===== src/design/bms_pkg.sv =====
`timescale 1ns / 1ps

package bms_pkg;

    // Stack geometry
    localparam int DEPTH      = 16;
    localparam int DATA_WIDTH = 32;
    localparam int PTR_W      = $clog2(DEPTH);
    localparam int CNT_W      = $clog2(DEPTH + 1);
    localparam int LVL_W      = 4;

    // Command queue between front and back
    localparam int QDEPTH = 2;
    localparam int QPTR_W = $clog2(QDEPTH);
    localparam int QCNT_W = $clog2(QDEPTH + 1);

    // Command codes on the request channel
    localparam logic [1:0] CMD_PUSH  = 2'd0;
    localparam logic [1:0] CMD_POP   = 2'd1;
    localparam logic [1:0] CMD_CLEAR = 2'd2;
    localparam logic [1:0] CMD_PEEK  = 2'd3;

    // Status codes on the response channel
    localparam logic [1:0] ST_OK        = 2'd0;
    localparam logic [1:0] ST_EMPTY_ERR = 2'd1;
    localparam logic [1:0] ST_FULL_ERR  = 2'd2;
    localparam logic [1:0] ST_PEEK_ERR  = 2'd3;

    typedef enum logic [1:0] {
        OP_PUSH,
        OP_POP,
        OP_CLEAR,
        OP_PEEK
    } op_kind_t;

    // One decoded command as it travels through the queue
    typedef struct packed {
        op_kind_t                      kind;
        logic signed [DATA_WIDTH-1:0]  value;
        logic [LVL_W-1:0]              level;
        logic [CNT_W-1:0]              cap;
    } op_t;

endpackage


===== src/design/bms_if.sv =====
`timescale 1ns / 1ps

interface bms_req_if;
    logic                                    valid;
    logic                                    ready;
    logic [1:0]                              cmd;
    logic signed [bms_pkg::DATA_WIDTH-1:0]   push_value;
    logic [bms_pkg::LVL_W-1:0]               peek_depth;

    modport source (output valid, output cmd, output push_value, output peek_depth,
                    input ready);
    modport sink   (input valid, input cmd, input push_value, input peek_depth,
                    output ready);
endinterface

interface bms_rsp_if;
    logic                                    valid;
    logic                                    ready;
    logic [1:0]                              status;
    logic signed [bms_pkg::DATA_WIDTH-1:0]   read_value;
    logic [bms_pkg::CNT_W-1:0]               count;
    logic signed [bms_pkg::DATA_WIDTH-1:0]   min_value;
    logic signed [bms_pkg::DATA_WIDTH-1:0]   max_value;
    logic                                    is_empty;
    logic                                    is_full;

    modport source (output valid, output status, output read_value, output count,
                    output min_value, output max_value, output is_empty, output is_full,
                    input ready);
    modport sink   (input valid, input status, input read_value, input count,
                    input min_value, input max_value, input is_empty, input is_full,
                    output ready);
endinterface


===== src/design/bms_front.sv =====
`timescale 1ns / 1ps

module bms_front
(
    input  logic                   clk,
    input  logic                   rst_n,
    bms_req_if.sink                req,
    input  logic                   cfg_wr_en,
    input  logic [bms_pkg::CNT_W-1:0] cfg_wr_data,
    output logic                   q_valid,
    input  logic                   q_ready,
    output bms_pkg::op_t           q_op
);

    logic [bms_pkg::CNT_W-1:0] cap_reg;
    logic [bms_pkg::CNT_W-1:0] cap_eff;
    bms_pkg::op_kind_t         kind;

    // Hold the capacity register
    always_ff @(posedge clk or negedge rst_n)
    begin
        if (!rst_n)
        begin
            cap_reg <= bms_pkg::CNT_W'(bms_pkg::DEPTH);
        end
        else if (cfg_wr_en)
        begin
            cap_reg <= cfg_wr_data;
        end
    end

    // Clamp capacity into 1..DEPTH
    always_comb
    begin
        if (cap_reg == '0)
        begin
            cap_eff = bms_pkg::CNT_W'(1);
        end
        else if (cap_reg > bms_pkg::CNT_W'(bms_pkg::DEPTH))
        begin
            cap_eff = bms_pkg::CNT_W'(bms_pkg::DEPTH);
        end
        else
        begin
            cap_eff = cap_reg;
        end
    end

    // Decode the command
    always_comb
    begin
        case (req.cmd)
            bms_pkg::CMD_PUSH:  kind = bms_pkg::OP_PUSH;
            bms_pkg::CMD_POP:   kind = bms_pkg::OP_POP;
            bms_pkg::CMD_CLEAR: kind = bms_pkg::OP_CLEAR;
            bms_pkg::CMD_PEEK:  kind = bms_pkg::OP_PEEK;
            default:            kind = bms_pkg::OP_PEEK;
        endcase
    end

    // Forward the decoded command into the queue
    assign q_op.kind  = kind;
    assign q_op.value = req.push_value;
    assign q_op.level = req.peek_depth;
    assign q_op.cap   = cap_eff;
    assign q_valid    = req.valid;
    assign req.ready  = q_ready;

endmodule


===== src/design/bms_queue.sv =====
`timescale 1ns / 1ps

module bms_queue
(
    input  logic          clk,
    input  logic          rst_n,
    input  logic          wr_valid,
    output logic          wr_ready,
    input  bms_pkg::op_t  wr_op,
    output logic          rd_valid,
    input  logic          rd_ready,
    output bms_pkg::op_t  rd_op
);

    bms_pkg::op_t               slot_reg [bms_pkg::QDEPTH];
    logic [bms_pkg::QPTR_W-1:0] wr_ptr_reg;
    logic [bms_pkg::QPTR_W-1:0] rd_ptr_reg;
    logic [bms_pkg::QCNT_W-1:0] cnt_reg;
    logic                       wr_fire;
    logic                       rd_fire;

    assign wr_ready = (cnt_reg != bms_pkg::QCNT_W'(bms_pkg::QDEPTH));
    assign rd_valid = (cnt_reg != '0);
    assign rd_op    = slot_reg[rd_ptr_reg];
    assign wr_fire  = wr_valid && wr_ready;
    assign rd_fire  = rd_valid && rd_ready;

    // Store a transfer into the free slot
    always_ff @(posedge clk)
    begin
        if (wr_fire)
        begin
            slot_reg[wr_ptr_reg] <= wr_op;
        end
    end

    // Advance pointers and occupancy
    always_ff @(posedge clk or negedge rst_n)
    begin
        if (!rst_n)
        begin
            wr_ptr_reg <= '0;
            rd_ptr_reg <= '0;
            cnt_reg    <= '0;
        end
        else
        begin
            if (wr_fire)
            begin
                wr_ptr_reg <= wr_ptr_reg + 1'b1;
            end
            if (rd_fire)
            begin
                rd_ptr_reg <= rd_ptr_reg + 1'b1;
            end
            if (wr_fire && !rd_fire)
            begin
                cnt_reg <= cnt_reg + 1'b1;
            end
            else if (rd_fire && !wr_fire)
            begin
                cnt_reg <= cnt_reg - 1'b1;
            end
        end
    end

endmodule


===== src/design/bms_back.sv =====
`timescale 1ns / 1ps

module bms_back
(
    input  logic          clk,
    input  logic          rst_n,
    input  logic          q_valid,
    output logic          q_ready,
    input  bms_pkg::op_t  q_op,
    bms_rsp_if.source     rsp
);

    localparam int DW = bms_pkg::DATA_WIDTH;
    localparam int CW = bms_pkg::CNT_W;
    localparam int PW = bms_pkg::PTR_W;

    // Stack storage, running minimum and maximum per level
    logic signed [DW-1:0] ent_mem_reg [bms_pkg::DEPTH];
    logic signed [DW-1:0] min_mem_reg [bms_pkg::DEPTH];
    logic signed [DW-1:0] max_mem_reg [bms_pkg::DEPTH];

    // Control state and cached top-of-stack extremes
    logic [CW-1:0]        fill_reg;
    logic [CW-1:0]        fill_next;
    logic signed [DW-1:0] cur_min_reg;
    logic signed [DW-1:0] cur_min_next;
    logic signed [DW-1:0] cur_max_reg;
    logic signed [DW-1:0] cur_max_next;

    // Result register
    logic                 out_valid_reg;
    logic [1:0]           status_reg;
    logic [1:0]           status_next;
    logic signed [DW-1:0] rd_reg;
    logic signed [DW-1:0] rd_next;
    logic [CW-1:0]        count_reg;
    logic signed [DW-1:0] min_reg;
    logic signed [DW-1:0] max_reg;
    logic                 empty_reg;
    logic                 full_reg;

    logic                 fire;
    logic                 wr_en;
    logic signed [DW-1:0] push_min;
    logic signed [DW-1:0] push_max;
    logic [CW-1:0]        below_idx;
    logic [CW-1:0]        peek_idx;
    logic [CW-1:0]        level_ext;

    assign fire    = q_valid && (!out_valid_reg || rsp.ready);
    assign q_ready = !out_valid_reg || rsp.ready;

    assign level_ext = CW'(q_op.level);
    assign below_idx = fill_reg - CW'(2);
    assign peek_idx  = fill_reg - CW'(1) - level_ext;

    // Running extremes for a new top entry
    always_comb
    begin
        if (fill_reg == '0)
        begin
            push_min = q_op.value;
            push_max = q_op.value;
        end
        else
        begin
            push_min = (q_op.value < cur_min_reg) ? q_op.value : cur_min_reg;
            push_max = (cur_max_reg < q_op.value) ? q_op.value : cur_max_reg;
        end
    end

    // Execute the command at the head of the queue
    always_comb
    begin
        fill_next    = fill_reg;
        cur_min_next = cur_min_reg;
        cur_max_next = cur_max_reg;
        status_next  = bms_pkg::ST_OK;
        rd_next      = '0;
        wr_en        = 1'b0;
        case (q_op.kind)
            bms_pkg::OP_PUSH:
            begin
                if (fill_reg >= q_op.cap)
                begin
                    status_next = bms_pkg::ST_FULL_ERR;
                end
                else
                begin
                    wr_en        = 1'b1;
                    fill_next    = fill_reg + CW'(1);
                    cur_min_next = push_min;
                    cur_max_next = push_max;
                end
            end
            bms_pkg::OP_POP:
            begin
                if (fill_reg == '0)
                begin
                    status_next = bms_pkg::ST_EMPTY_ERR;
                end
                else
                begin
                    fill_next    = fill_reg - CW'(1);
                    cur_min_next = min_mem_reg[below_idx[PW-1:0]];
                    cur_max_next = max_mem_reg[below_idx[PW-1:0]];
                end
            end
            bms_pkg::OP_CLEAR:
            begin
                fill_next = '0;
            end
            bms_pkg::OP_PEEK:
            begin
                if (level_ext >= fill_reg)
                begin
                    status_next = bms_pkg::ST_PEEK_ERR;
                end
                else
                begin
                    rd_next = ent_mem_reg[peek_idx[PW-1:0]];
                end
            end
            default:
            begin
                status_next = bms_pkg::ST_OK;
            end
        endcase
    end

    // Write the new top entry
    always_ff @(posedge clk)
    begin
        if (fire && wr_en)
        begin
            ent_mem_reg[fill_reg[PW-1:0]] <= q_op.value;
            min_mem_reg[fill_reg[PW-1:0]] <= push_min;
            max_mem_reg[fill_reg[PW-1:0]] <= push_max;
        end
    end

    // Hold the top extremes and result payload
    always_ff @(posedge clk)
    begin
        if (fire)
        begin
            cur_min_reg <= cur_min_next;
            cur_max_reg <= cur_max_next;
            status_reg  <= status_next;
            rd_reg      <= rd_next;
            count_reg   <= fill_next;
            min_reg     <= (fill_next == '0) ? '0 : cur_min_next;
            max_reg     <= (fill_next == '0) ? '0 : cur_max_next;
            empty_reg   <= (fill_next == '0);
            full_reg    <= (fill_next >= q_op.cap);
        end
    end

    // Advance fill count and result valid
    always_ff @(posedge clk or negedge rst_n)
    begin
        if (!rst_n)
        begin
            fill_reg      <= '0;
            out_valid_reg <= 1'b0;
        end
        else
        begin
            if (fire)
            begin
                fill_reg      <= fill_next;
                out_valid_reg <= 1'b1;
            end
            else if (rsp.ready)
            begin
                out_valid_reg <= 1'b0;
            end
        end
    end

    assign rsp.valid      = out_valid_reg;
    assign rsp.status     = status_reg;
    assign rsp.read_value = rd_reg;
    assign rsp.count      = count_reg;
    assign rsp.min_value  = min_reg;
    assign rsp.max_value  = max_reg;
    assign rsp.is_empty   = empty_reg;
    assign rsp.is_full    = full_reg;

endmodule


===== src/design/bounded_stack_with_min_max_top.sv =====
// Bounded LIFO stack of signed 32-bit words with running minimum and maximum.
// Commands (push, pop, clear, peek at a depth below the top) arrive on the req
// channel and each produces exactly one response carrying status, peeked word,
// count, minimum, maximum and empty/full flags. The front decodes commands and
// attaches the clamped capacity (0 acts as 1, above 16 acts as 16); a two-entry
// queue decouples it from the back, which executes one command per cycle while
// the response register is free or being taken, against a 16-entry register
// file, and registers the response. Sustained rate is one command per clock
// when the response side does not stall; a request is stored in the queue, then
// executed, and its response is registered. Write capacity only while no
// commands are in flight.
`timescale 1ns / 1ps

module bounded_stack_with_min_max_top
(
    input  logic                      clk,
    input  logic                      rst_n,
    bms_req_if.sink                   req,
    bms_rsp_if.source                 rsp,
    input  logic                      cfg_wr_en,
    input  logic [bms_pkg::CNT_W-1:0] cfg_wr_data
);

    logic         fq_valid;
    logic         fq_ready;
    bms_pkg::op_t fq_op;
    logic         qb_valid;
    logic         qb_ready;
    bms_pkg::op_t qb_op;

    bms_front u_front
    (
        .clk         (clk),
        .rst_n       (rst_n),
        .req         (req),
        .cfg_wr_en   (cfg_wr_en),
        .cfg_wr_data (cfg_wr_data),
        .q_valid     (fq_valid),
        .q_ready     (fq_ready),
        .q_op        (fq_op)
    );

    bms_queue u_queue
    (
        .clk      (clk),
        .rst_n    (rst_n),
        .wr_valid (fq_valid),
        .wr_ready (fq_ready),
        .wr_op    (fq_op),
        .rd_valid (qb_valid),
        .rd_ready (qb_ready),
        .rd_op    (qb_op)
    );

    bms_back u_back
    (
        .clk     (clk),
        .rst_n   (rst_n),
        .q_valid (qb_valid),
        .q_ready (qb_ready),
        .q_op    (qb_op),
        .rsp     (rsp)
    );

    // An empty stack reports zero extremes
    a_empty_zero: assert property (@(posedge clk) disable iff (!rst_n)
        rsp.valid && (rsp.count == '0) |->
            rsp.is_empty && (rsp.min_value == '0) && (rsp.max_value == '0))
        else $error("empty stack reported nonzero extremes");

    // Running minimum never exceeds running maximum
    a_min_le_max: assert property (@(posedge clk) disable iff (!rst_n)
        rsp.valid |-> (rsp.min_value <= rsp.max_value))
        else $error("minimum above maximum");

    // Any failed command returns a zero read word
    a_err_no_data: assert property (@(posedge clk) disable iff (!rst_n)
        rsp.valid && (rsp.status != bms_pkg::ST_OK) |-> (rsp.read_value == '0))
        else $error("read data on error status");

    // Count stays within the storage
    a_count_bound: assert property (@(posedge clk) disable iff (!rst_n)
        rsp.valid |-> (rsp.count <= bms_pkg::CNT_W'(bms_pkg::DEPTH)))
        else $error("count beyond depth");

endmodule


===== src/flat_wrapper.sv =====
// flat-port wrapper written by rule: the top's interface ports become plain ports
module bounded_stack_with_min_max_top_flat 
  (clk, rst_n, cfg_wr_en, cfg_wr_data, req_valid, req_cmd, req_push_value, req_peek_depth, req_ready, rsp_valid, rsp_status, rsp_read_value, rsp_count, rsp_min_value, rsp_max_value, rsp_is_empty, rsp_is_full, rsp_ready);
  bms_req_if req_i ();
  bms_rsp_if rsp_i ();
  input  logic clk;
  input  logic rst_n;
  input  logic cfg_wr_en;
  input  logic [bms_pkg::CNT_W-1:0] cfg_wr_data;
  input wire logic [$bits(req_i.valid)-1:0] req_valid;
  input wire logic [$bits(req_i.cmd)-1:0] req_cmd;
  input wire logic [$bits(req_i.push_value)-1:0] req_push_value;
  input wire logic [$bits(req_i.peek_depth)-1:0] req_peek_depth;
  output wire logic [$bits(req_i.ready)-1:0] req_ready;
  output wire logic [$bits(rsp_i.valid)-1:0] rsp_valid;
  output wire logic [$bits(rsp_i.status)-1:0] rsp_status;
  output wire logic [$bits(rsp_i.read_value)-1:0] rsp_read_value;
  output wire logic [$bits(rsp_i.count)-1:0] rsp_count;
  output wire logic [$bits(rsp_i.min_value)-1:0] rsp_min_value;
  output wire logic [$bits(rsp_i.max_value)-1:0] rsp_max_value;
  output wire logic [$bits(rsp_i.is_empty)-1:0] rsp_is_empty;
  output wire logic [$bits(rsp_i.is_full)-1:0] rsp_is_full;
  input wire logic [$bits(rsp_i.ready)-1:0] rsp_ready;
  assign req_i.valid = req_valid;
  assign req_i.cmd = req_cmd;
  assign req_i.push_value = req_push_value;
  assign req_i.peek_depth = req_peek_depth;
  assign req_ready = req_i.ready;
  assign rsp_valid = rsp_i.valid;
  assign rsp_status = rsp_i.status;
  assign rsp_read_value = rsp_i.read_value;
  assign rsp_count = rsp_i.count;
  assign rsp_min_value = rsp_i.min_value;
  assign rsp_max_value = rsp_i.max_value;
  assign rsp_is_empty = rsp_i.is_empty;
  assign rsp_is_full = rsp_i.is_full;
  assign rsp_i.ready = rsp_ready;
  bounded_stack_with_min_max_top u_core (.clk(clk), .rst_n(rst_n), .req(req_i), .rsp(rsp_i), .cfg_wr_en(cfg_wr_en), .cfg_wr_data(cfg_wr_data));
endmodule

===== config.mk =====
export PLATFORM = sky130hd
export DESIGN_NAME = bounded_stack_with_min_max_top_flat
export DESIGN_NICKNAME = d
export VERILOG_FILES = /design/src/design/bms_pkg.sv /design/src/design/bms_if.sv /design/src/design/bms_front.sv /design/src/design/bms_queue.sv /design/src/design/bms_back.sv /design/src/design/bounded_stack_with_min_max_top.sv /design/src/flat_wrapper.sv
export SDC_FILE = /design/constraint.sdc
export NUM_CORES = 2
export LEC_CHECK = 0
export BUFFER_PORTS_ARGS = -buffer_cell sky130_fd_sc_hd__buf_2
export CORE_ASPECT_RATIO = 1.5
export CORE_MARGIN = 3
export CORE_UTILIZATION = 56
export CTS_CLUSTER_SIZE = 8
export DETAILED_ROUTE_END_ITERATION = 12
export PLACE_DENSITY_LB_ADDON = 0.3
export SLEW_MARGIN = 20
export SYNTH_ARGS = -nofsm -noshare
export SYNTH_HDL_FRONTEND = slang
export SYNTH_SLANG_ARGS = --single-unit

===== constraint.sdc =====
create_clock -name clk -period 10.1 [get_ports clk]
set_clock_uncertainty 0.2 [all_clocks]
set_input_delay 0.505 -clock clk [delete_from_list [all_inputs] [get_ports clk]]
set_output_delay 0.505 -clock clk [all_outputs]
set_load 0.01 [all_outputs]

== After elaboration in Yosys (flattened, before gate mapping) ==
Memories as Yosys holds them, arrays and structs flattened. A register that Yosys moved wholly into a read port is not among the register bits.
Index checks and enable logic that the tools add are counted.

* Output and inout port bits: 107
* Memories: 4
* Input bits: 48
* Memory bits (writable): 1622
* Bits in registers: 152

* Muxes and demuxes: 30
* Bitwise gates (word level): 1
* Reduce and logical (&&, ||, !) cells: 18
* Order comparisons: 6
* Eq/ne operators: 7
* $add $sub $neg: 8

{| class="wikitable"
|+ Memory list
! memory !! depth !! bits a word !! rd ports !! clocked after memory_dff !! wr ports !! RTL line !! text
|-
| u_core.u_back.ent_mem_reg || 16 || 32 || 1 || 1 || 1 || bms_back.sv:18 || <nowiki>logic signed [DW-1:0] ent_mem_reg [bms_pkg::DEPTH];</nowiki>
|-
| u_core.u_back.max_mem_reg || 16 || 32 || 1 || 0 || 1 || bms_back.sv:20 || <nowiki>logic signed [DW-1:0] max_mem_reg [bms_pkg::DEPTH];</nowiki>
|-
| u_core.u_back.min_mem_reg || 16 || 32 || 1 || 0 || 1 || bms_back.sv:19 || <nowiki>logic signed [DW-1:0] min_mem_reg [bms_pkg::DEPTH];</nowiki>
|-
| u_core.u_queue.slot_reg || 2 || 43 || 1 || 0 || 1 || bms_queue.sv:15 || <nowiki>bms_pkg::op_t slot_reg [bms_pkg::QDEPTH];</nowiki>
|}

{| class="wikitable"
|+ Operator list
! cell !! number
|-
| 32-bit 2-to-1 mux || 8
|-
| 32-bit case mux with 2 select lines || 2
|-
| 32-bit < comparator || 2
|-
| 5-bit 2-to-1 mux || 4
|-
| 5-bit logical NOT || 3
|-
| 5-bit case mux with 3 select lines || 1
|-
| 5-bit greater-or-equal comparator || 2
|-
| 1-bit 2-to-1 mux || 9
|-
| 2-bit equality test, second input constant || 4
|-
| 2-bit 2-to-1 mux || 4
|-
| 2-bit case mux with 4 select lines || 1
|-
| 2-bit case mux with 3 select lines || 1
|-
| 2-bit nonzero test || 3
|-
| 5-bit by 1-bit adder with 5-bit output, second input constant || 1
|-
| 4-bit by 5-bit greater-or-equal comparator with 1-bit output || 1
|-
| 5-bit greater-than comparator, second input constant || 1
|-
| 1-bit logical AND || 5
|-
| 5-bit by 1-bit subtractor with 5-bit output, second input constant || 1
|-
| 2-bit by 1-bit equality test with 1-bit output, second input constant || 2
|-
| 2-bit logical NOT || 2
|-
| 4-bit by 2-bit subtractor with 4-bit output, second input constant || 1
|-
| 4-bit subtractor || 1
|-
| 1-bit logical NOT || 3
|-
| 1-bit adder, second input constant || 2
|-
| 6 further kinds || 6
|}

== Logic depth before layout (Yosys ltp) ==
An unclocked memory read counts as a cell.

* Word-level depth: 7
* Mapped depth: 17

== Modules after synthesis ==
A second synthesis with hierarchy kept.

* Cell total of the unflattened synthesis: 4252
* Area total of the unflattened synthesis: 76014.2 um^2

{| class="wikitable"
|+ Modules (own cells, without submodules)
! module !! cells an instance !! seq. area each (um^2) !! area each (um^2) !! times used
|-
| bms_back || 4042 || 51349.2 || 72005.3 || 1
|-
| bms_queue || 152 || 2682.6 || 3498.4 || 1
|-
| bms_front || 58 || 126.4 || 510.5 || 1
|}

== Worst setup path after synthesis ==
Ideal clock, no wire load.

* Path type: register to register
* Start: register u_core.u_queue.rd_ptr_reg
* End: memory u_core.u_back.ent_mem_reg[0][0] (netlist name) (enable)
* Required time: 9231 ps
* Stages on the path, launching flop included: 13
* Setup time: 669 ps
* Buffers on the path: 3
* Clock period less this slack: 10016 ps
* Setup slack: 84 ps
* Arrival: 9148 ps
* Cell sequence: dfrtp_1 -> buf_6 -> buf_1 -> mux2_2 -> ha_1 -> nor2b_1 -> o21ai_0 -> a31oi_1 -> buf_2 -> nand2_1 -> nor2_1 -> nand2_1 -> nor3_1

* Longest elaborated chain between the ends: 7

{| class="wikitable"
|+ RTL lines
! what !! RTL line !! text
|-
| from (decl) || bms_queue.sv:17 || <nowiki>logic [bms_pkg::QPTR_W-1:0] rd_ptr_reg;</nowiki>
|-
| from (signal assigned) || bms_queue.sv:54 || <nowiki>rd_ptr_reg <= rd_ptr_reg + 1'b1;</nowiki>
|-
| memory read 2 x 43 bit (*) || -- ||
|-
| 5-bit greater-or-equal comparator || bms_back.sv:84 || <nowiki>if (fill_reg >= q_op.cap)</nowiki>
|-
| 1-bit 2-to-1 mux || bms_back.sv:84 ||
|-
| 1-bit 2-to-1 mux (*) || bms_back.sv:81 || <nowiki>case (q_op.kind)</nowiki>
|-
| 1-bit logical AND (*) || bms_back.sv:134 || <nowiki>if (fire && wr_en)</nowiki>
|-
| 1-bit 2-to-1 mux (*) || bms_back.sv:134 ||
|-
| 1-bit 2-to-1 mux (implied by the code) (*) || bms_back.sv:136 || <nowiki>ent_mem_reg[fill_reg[PW-1:0]] <= q_op.value;</nowiki>
|-
| to (decl) || bms_back.sv:18 ||
|}

Every way passes the cells marked *; elsewhere a longest branch is shown, timed or not.

==> metrics <==
status=complete, no violations; met3 Resource Use GR=0.0683; CP max FO=44; post-synthesis xor/xnor area fraction=0.00158; Initial Util=0.567; GR peak layer=met2; DR vias=37301; post-synth top area share=0.754; full die area=0.132 mm2; register area share after synthesis=0.759; Hold Fails Final Rpt=0; initial drt markers=5455; Slew Limit Fails=0; Routed WL=192 mm; # port buffers=154; DRC viols=0; Avg Cell Area, Syn=21.4 um2; Setup crit end kind=flop; first-pass GRT wire length=274 mm; fin nets=3863; final HPWL from detailed placement=99.7 mm; RSZ-0062 raised after global routing=false; mux contribution to synthesized area=0.153; Mapped Area=0.0713 mm2; Num CTS Buffers=275; Final ANT Viol Nets=0; Max Freq=149 MHz; Final Non-Filler Cells=5455; Die Span Y=443 um; area delta synth->final=15.4%; setup violators final=0; H-tree level count=5; Multi-input gate area=0.0165 mm2; synthesized net count=3467; max-cap violations=0; DR WL/cell=35.2 um; fraction of registers with async set/reset=0.00831; Hold Path Class=input pin to flop; Synth cell types=67; TNS Setup=0 ns; GRT Resource Usage Total=0.294; CORE AREA=0.126 mm2; most frequent cells in the layout=edfxtp_1 (1791), mux4_2 (448), clkbuf_16 (285); Synth Area in Compound Gates=0.0295; largest cells by area after synthesis=edfxtp_1 (75%), mux4_2 (14%), ha_1 (1.5%), mux2i_1 (1.0%), nor2b_1 (0.88%); Yosys warning count=0; Register Area=0.0542 mm2; crit path DAT=7.02 ns; area leader, netlist=edfxtp_1; largest family of logic cells by synthesized area=multiplexers; commonest register cell after synthesis=edfxtp_1; filler cell count=8006; CTS tree=done; Post-Synth Simple-Gate Area=0.0262; met1 usage=0.394; vias in the first global route=37895; # IOs=155; EDFF count, synth=1791; largest net degree at the start of global routing=114; clk_lat worst skew=0.87 ns; Post-Synth Adder-Cell Area=0.0155; DP Cell Count=5087; # rows=159; Max clock buf depth=4; fraction of layout cells with a size suffix above 1=0.279; met2 Usage GRT=0.470; period utilization=0.664; postcts setup bufs=0; Crit Path Class=flop to flop; element type at the critical path start=flop; worst slew pin tran=1.16 ns; initial antenna violation count=16; CTS resizes=0; worst relative slew slack=0.226; Via density=6.84; Final Wtd Congestion=0.865; most common cell after layout, fill and taps aside=edfxtp_1; drt pass-1 iters=5; Mapped Cells=3331; hold_buf cts=53; Chip Width=297 um; Worst-path clk slew=0.05 ns; min Tclk post-route=6.71 ns; clock sink count=1806; flops & latches, synth=1806; Required @ worst endpoint=10.41 ns; CTS Root Buffer Type=clkbuf_16; GRT Residual Overflow=0
## worst max-delay path, cell delays in order, from the launching register on
cell and delay, ns:
dfrtp_4 1.04, mux2i_1 0.64, inv_1 0.48, ha_1 0.43, o2111ai_1 0.17, a31oi_1 0.13, o31a_1 0.40, o41a_1 0.47
o21a_1 0.27, nand2_2 0.40, buf_4 0.62, nor2_1 0.08, a21oi_1 0.82
## cell families (layout without fill, tap and decap cells)
family          Yosys count  count (layout)
simple gates            353             353
xor+xnor                 12              12
flops                  1806            1806
mux                     530             530
fa+ha+maj                88              88
compound gates          292             292
buf+inv                 250             675
other cells               0               9
## path summary, 6_finish.rpt
kind                                                  startpoint                                         end  slack (ns)  cells past startpoint
setup / recovery           u_core.u_queue.rd_ptr_reg$_DFFE_PN0P_  u_core.u_back.min_mem_reg[1][17]$_DFFE_PP_        3.39                     12
hold / removal                                        req_cmd[1]    u_core.u_queue.slot_reg[1][42]$_DFFE_PP_        0.17                      2
setup reg to reg           u_core.u_queue.rd_ptr_reg$_DFFE_PN0P_  u_core.u_back.min_mem_reg[1][17]$_DFFE_PP_        3.39                     12
hold reg to reg              u_core.u_back.rsp.valid$_DFFE_PN0P_         u_core.u_back.rsp.valid$_DFFE_PN0P_        0.29                      2
max in group asynchronous                                  rst_n       u_core.u_queue.rd_ptr_reg$_DFFE_PN0P_        7.84                      4
min in group asynchronous                                  rst_n       u_core.u_front.cap_reg[4]$_DFFE_PN1P_        0.54                      3
## through the flow
stage	setup WS (ns)	instance area, um2	hold WS, ns	util
after floorplan	0.0838	71300	0.00941	-
after global placement	3.78	74500	0.258	0.592
after detailed placement	3.54	74500	0.255	0.592
after CTS	3.54	82200	0.129	0.654
after global routing	3.18	82300	0.145	0.655
final	3.39	82300	0.173	0.655
## synthesized netlist by cell type, types with 6 or more instances
| library cell | instances |
|---|---|
| ha_1 | 87 |
| nor2b_1 | 100 |
| nor3_1 | 12 |
| nand2_1 | 35 |
| a21o_1 | 7 |
| xnor2_1 | 6 |
| nand4_1 | 12 |
| o21ai_0 | 15 |
| nand2b_1 | 8 |
| buf_1 | 17 |
| mux2i_1 | 71 |
| inv_1 | 78 |
| dfrtp_1 | 14 |
| nor2_1 | 98 |
| clkbuf_1 | 95 |
| nand3_1 | 14 |
| a21oi_1 | 96 |
| and2_1 | 63 |
| buf_2 | 52 |
| mux2_2 | 9 |
| mux4_2 | 448 |
| a211oi_1 | 68 |
| a221o_1 | 62 |
| edfxtp_1 | 1791 |
## layout make-up
cell class / instances / share of cell area
timing repair buffer: 290 / 0.0248
sequential: 1806 / 0.658
clock inverter: 1 / 0.000106
clock buffer: 305 / 0.0875
antenna: 9 / 0.000274
tap: 1690 / 0.0257
inverter: 79 / 0.00369
multi-input combinational: 1275 / 0.200
## metal layers
metal	share of wire	wire length [um]	vias up
li1	-	-	14569
met1	0.36	68500	19525
met2	0.49	94000	2725
met3	0.11	20800	478
met4	0.045	8700	4
met5	0.00013	25	-
Power is not shown: default switching activity piles up to over one toggle a cycle in this logic, so the estimate is an artifact.
